$ cat src/spmv_pkg.sv
`default_nettype none

package spmv_pkg;

    localparam int OP_W        = 2;
    localparam int ROW_W       = 10;
    localparam int COL_W       = 10;
    localparam int VALUE_W     = 32;
    localparam int SUM_W       = 64;
    localparam int CFG_W       = 11;
    localparam int CFG_INDEX_W = 1;
    localparam int IDX_EXT_W   = 17;

    localparam logic [OP_W-1:0] OP_LOAD_X     = 2'd0;
    localparam logic [OP_W-1:0] OP_ACCUMULATE = 2'd1;
    localparam logic [OP_W-1:0] OP_READ_ROW   = 2'd2;

    localparam logic [CFG_INDEX_W-1:0] REG_ROWS_IN_USE    = 1'd0;
    localparam logic [CFG_INDEX_W-1:0] REG_COLUMNS_IN_USE = 1'd1;

    localparam logic [CFG_W-1:0] CFG_RESET = 11'd1024;

    localparam logic STATUS_DONE    = 1'b0;
    localparam logic STATUS_IGNORED = 1'b1;

    localparam logic [SUM_W-1:0] SUM_MAX = {1'b0, {(SUM_W-1){1'b1}}};
    localparam logic [SUM_W-1:0] SUM_MIN = {1'b1, {(SUM_W-1){1'b0}}};

    typedef struct packed {
        logic             wr;
        logic [ROW_W-1:0] row;
        logic [SUM_W-1:0] sum;
        logic             mark;
    } y_wr_t;

    typedef struct packed {
        logic             status;
        logic [ROW_W-1:0] row_echo;
        logic [SUM_W-1:0] row_sum;
        logic             saturated;
    } result_t;

endpackage

`default_nettype wire

$ cat src/spmv_acc.sv
`default_nettype none

// Picks the freshest copy of the row (the two writes still in flight win over
// the memory), then applies the saturating accumulate or the read-and-clear.
module spmv_acc (
    input  wire logic [spmv_pkg::OP_W-1:0]  operation,
    input  wire logic [spmv_pkg::ROW_W-1:0] row,
    input  wire logic                       item_ok,
    input  wire logic [spmv_pkg::SUM_W-1:0] product,
    input  wire logic [spmv_pkg::SUM_W-1:0] stored_sum,
    input  wire logic                       stored_mark,
    input  wire spmv_pkg::y_wr_t            hist_new,
    input  wire spmv_pkg::y_wr_t            hist_old,
    output spmv_pkg::result_t               result,
    output spmv_pkg::y_wr_t                 y_write
);

    logic [spmv_pkg::SUM_W-1:0] cur_sum;
    logic                       cur_mark;
    logic [spmv_pkg::SUM_W:0]   wide_sum;
    logic                       over;
    logic [spmv_pkg::SUM_W-1:0] clamped;

    always_comb
    begin
        if (hist_new.wr && hist_new.row == row)
        begin
            cur_sum  = hist_new.sum;
            cur_mark = hist_new.mark;
        end
        else if (hist_old.wr && hist_old.row == row)
        begin
            cur_sum  = hist_old.sum;
            cur_mark = hist_old.mark;
        end
        else
        begin
            cur_sum  = stored_sum;
            cur_mark = stored_mark;
        end
    end

    assign wide_sum = {cur_sum[spmv_pkg::SUM_W-1], cur_sum}
                    + {product[spmv_pkg::SUM_W-1], product};
    assign over     = wide_sum[spmv_pkg::SUM_W] != wide_sum[spmv_pkg::SUM_W-1];

    always_comb
    begin
        if (!over)
        begin
            clamped = wide_sum[spmv_pkg::SUM_W-1:0];
        end
        else if (wide_sum[spmv_pkg::SUM_W])
        begin
            clamped = spmv_pkg::SUM_MIN;
        end
        else
        begin
            clamped = spmv_pkg::SUM_MAX;
        end
    end

    always_comb
    begin
        result.status    = item_ok ? spmv_pkg::STATUS_DONE : spmv_pkg::STATUS_IGNORED;
        result.row_echo  = row;
        result.row_sum   = '0;
        result.saturated = 1'b0;
        y_write.wr       = 1'b0;
        y_write.row      = row;
        y_write.sum      = '0;
        y_write.mark     = 1'b0;
        if (item_ok)
        begin
            case (operation)
                spmv_pkg::OP_ACCUMULATE:
                begin
                    y_write.wr       = 1'b1;
                    y_write.sum      = clamped;
                    y_write.mark     = cur_mark | over;
                    result.saturated = cur_mark | over;
                end
                spmv_pkg::OP_READ_ROW:
                begin
                    y_write.wr       = 1'b1;
                    result.row_sum   = cur_sum;
                    result.saturated = cur_mark;
                end
                default:
                begin
                    y_write.wr = 1'b0;
                end
            endcase
        end
    end

endmodule

`default_nettype wire

$ cat config.mk
export PLATFORM = sky130hd
export DESIGN_NAME = spmv_acc
export DESIGN_NICKNAME = d
export VERILOG_FILES = /design/src/spmv_pkg.sv /design/src/spmv_acc.sv
export SDC_FILE = /design/constraint.sdc
export NUM_CORES = 1
export LEC_CHECK = 0
export ABC_AREA = 1
export CORE_AREA = 2 2 175 177
export DETAILED_ROUTE_END_ITERATION = 8
export DIE_AREA = 0 0 177 179
export DONT_BUFFER_PORTS = 1
export SYNTH_ARGS = -nofsm -noshare
export SYNTH_HDL_FRONTEND = slang
export SYNTH_SLANG_ARGS = --single-unit
$ cat constraint.sdc
create_clock -name vclk -period 4.48
set_input_delay 0.672 -clock vclk [all_inputs]
set_output_delay 0.672 -clock vclk [all_outputs]
set_load 0.005 [all_outputs]
==> results.sh <==
export IMPL_setup_violations=66
export IMPL_synth_top_family_by_area="simple AND/OR/NAND/NOR gates"
export IMPL_grt_max_degree=65
export IMPL_rsz0062_at_grt="true"
export IMPL_synth_top_area_share_pct=27.2
export IMPL_drtIter0Drc=1154
export IMPL_grtUsageTotal_pct=32.0
export IMPL_critPathCaptureType="primary output"
export IMPL_rows=64
export IMPL_area_growth_pct=82.7
export IMPL_layout_nets=2630
export IMPL_synth_area_mux_share_pct=0
export IMPL_dr_pass1_iters=7
export IMPL_worstMarginPinSlew_ns=1.25
export IMPL_layout_setup_ws_ns=-0.320
export IMPL_post_route_min_period_ns=4.80
export IMPL_ys_warn_count=0
export IMPL_max_stage_delay_ns=0.31
export IMPL_power_density_mw_per_mm2=141
export IMPL_slowest_stage="ha_4"
export IMPL_violations="negative setup slack"
export IMPL_netlist_instances=1842
export IMPL_fmax_mhz=208
export IMPL_synth_xor_area_share_pct=4.34
export IMPL_whs_ns=1.34
export IMPL_startpoint_type="primary input"
export IMPL_routed_wl_mm=56.8
export IMPL_seq_cell_count=0
export IMPL_synthAdderAreaFrac_pct=9.75
export IMPL_crit_family="simple AND/OR/NAND/NOR gates"
export IMPL_synth_seq_area_share_pct=0
export IMPL_grtUsageMet2_pct=51.7
export IMPL_wl_per_cell_um=21.3
export IMPL_multi_input_area_sq_mm=0.00936
export IMPL_synthSimpleGateAreaFrac_pct=54.3
export IMPL_irDropWorstVdd_mv=0.0511
export IMPL_hpwl_mm=44.6
export IMPL_synth_largest_area_cell="nand2_1"
export IMPL_synth_fp_nets=2203
export IMPL_drc_errors=0
export IMPL_crit_fanout=13
export IMPL_gr_usage_met3_pct=5.30
export IMPL_holdBufCountCts=0
export IMPL_fillers=2956
export IMPL_overflow=0
export IMPL_drv_cap=0
export IMPL_synth_compound_area_share_pct=11.8
export IMPL_arrival_ns=4.13
export IMPL_core_area_sq_mm=0.0300
export IMPL_grtUsageMet1_pct=44.1
export IMPL_hold_viol_final=0
export IMPL_seq_area_sq_um=0
export IMPL_start_util_pct=28.9
export IMPL_fin_crit_sh_pct=107
export IMPL_leakagePower_uw=0.00834
export IMPL_die_area_sq_mm=0.0317
export IMPL_required_ns=3.81
export IMPL_final_layout_size_suffix_gt1_share_pct=45.9
export IMPL_chipHeight_um=179
export IMPL_grt_busiest_layer="met2"
export IMPL_die_x_um=177
export IMPL_port_buffers=0
export IMPL_clkbuf_count=0
export IMPL_maxSlewViolCount=0
export IMPL_tns_ns=-19.00
export IMPL_synth_area_leaders="nand2_1 (27%), inv_1 (14%), nand3_1 (13%)"
export IMPL_hold_path_class="primary input to primary output"
export IMPL_num_io_pins=446
export IMPL_status="finished, violations left"
export IMPL_grt_pass1_wl_mm=76.2
export IMPL_yosys_cell_types_count=33
export IMPL_cp_common_cell="nand2_2"
export IMPL_crit_buf_inv=9
export IMPL_critPathKind="primary input to primary output"
export IMPL_place_congestion=1.03
export IMPL_relSlewSlack_pct=16.1
export IMPL_routed_via_density=5.24
export IMPL_synth_avg_cell_area_sq_um=4.71
export IMPL_syn_area_sq_mm=0.00867
export IMPL_ant_nets=0
export IMPL_vias=14000
export IMPL_grt_pass1_vias=12700
export IMPL_antenna_found_initial=1
==> Yosys cell counts <==
master	instances
nor2_1	190
o21ai_0	87
a21boi_0	2
nor3_2	2
nand2_1	628
nand2_2	9
inv_2	10
buf_4	20
nand3b_1	22
a21oi_2	2
or2_1	1
buf_6	6
nand3_1	229
buf_1	1
and2_1	3
a21o_1	1
nor4_1	5
xnor2_1	38
o21bai_1	19
and3_1	1
xor2_1	5
or2_2	3
clkbuf_1	35
a21oi_1	76
nor3_1	15
ha_1	66
nand4_1	11
o2111ai_1	1
inv_1	331
nor2_2	4
fa_1	1
a21oi_4	1
buf_2	17
==> cell families after synthesis <==
family,after synthesis
AO/OA/AOI/OAI,189
XOR/XNOR,43
adder cells (fa/ha/maj),67
buffers and inverters,420
AND/OR/NAND/NOR,1123
==> worst paths after layout <==
path	startpoint	endpoint	slack [ns]	cells past startpoint
max	hist_old[72]	y_write[4]	-0.32	31
min	row[3]	result[68]	1.34	0
==> report_power, final <==
group	switching, uW	internal, uW	leakage [uW]
logic	1160	1070	0.00834
clock network	0	0.0000592	0.0000000127
registers	0	0	0
==> cell usage in the layout, fill, tap and decap left out, drive strengths merged <==
cell type | Yosys | routed
nand2 | 637 | 637
and3 | 1 | 1
xnor2 | 38 | 38
or2 | 4 | 4
buf | 44 | 492
o2111ai | 1 | 1
o21bai | 19 | 19
a21boi | 2 | 2
nand4 | 11 | 11
bufbuf | 0 | 4
nor4 | 5 | 5
a21o | 1 | 1
and2 | 3 | 3
inv | 341 | 341
xor2 | 5 | 5
nand3b | 22 | 22
nor2 | 194 | 194
o21ai | 87 | 87
diode | 0 | 2
ha | 66 | 66
nor3 | 17 | 17
a21oi | 79 | 79
clkbuf | 35 | 8
nand3 | 229 | 229
fa | 1 | 1
==> cell type report <==
cell class | instances | share of cell area (%)
Antenna cell | 2 | 0.0316
Tap cell | 396 | 3.13
Inverter | 341 | 8.14
Multi-Input combinational cell | 1422 | 59.1
Timing Repair Buffer | 504 | 29.6
==> through the flow <==
stage	cell area, sq um	total power, uW	setup WS (ns)	instances	utilization [%]
6_report	15800	2230	-0.320	2665	52.8
5_1_grt	15800	2370	-0.463	2664	52.8
4_1_cts	14400	1960	-0.280	2620	47.8
3_5_place_dp	12000	1640	-0.962	2570	40.1
3_3_place_gp	12000	1630	-0.870	2570	40.1
2_1_floorplan	8680	848	0.00217	1842	-
==> metal layers <==
metal,routed length [um],part of all wire [%],vias to the layer above
met5,0,0,-
met4,2170,3.8,0
met3,4760,8.4,151
met2,25500,45,719
met1,24300,43,6522
li1,-,-,6563
==> repair_timing <==
item | in CTS | in global routing
pin swaps | 32 | 68
resized for setup | 372 | 342
setup buffers | 35 | 38
setup endpoints to repair | 66 | 66
cloned | 15 | 9
endpoints found under the hold margin | 0 | 0
Power figures use the tool's default switching activity.
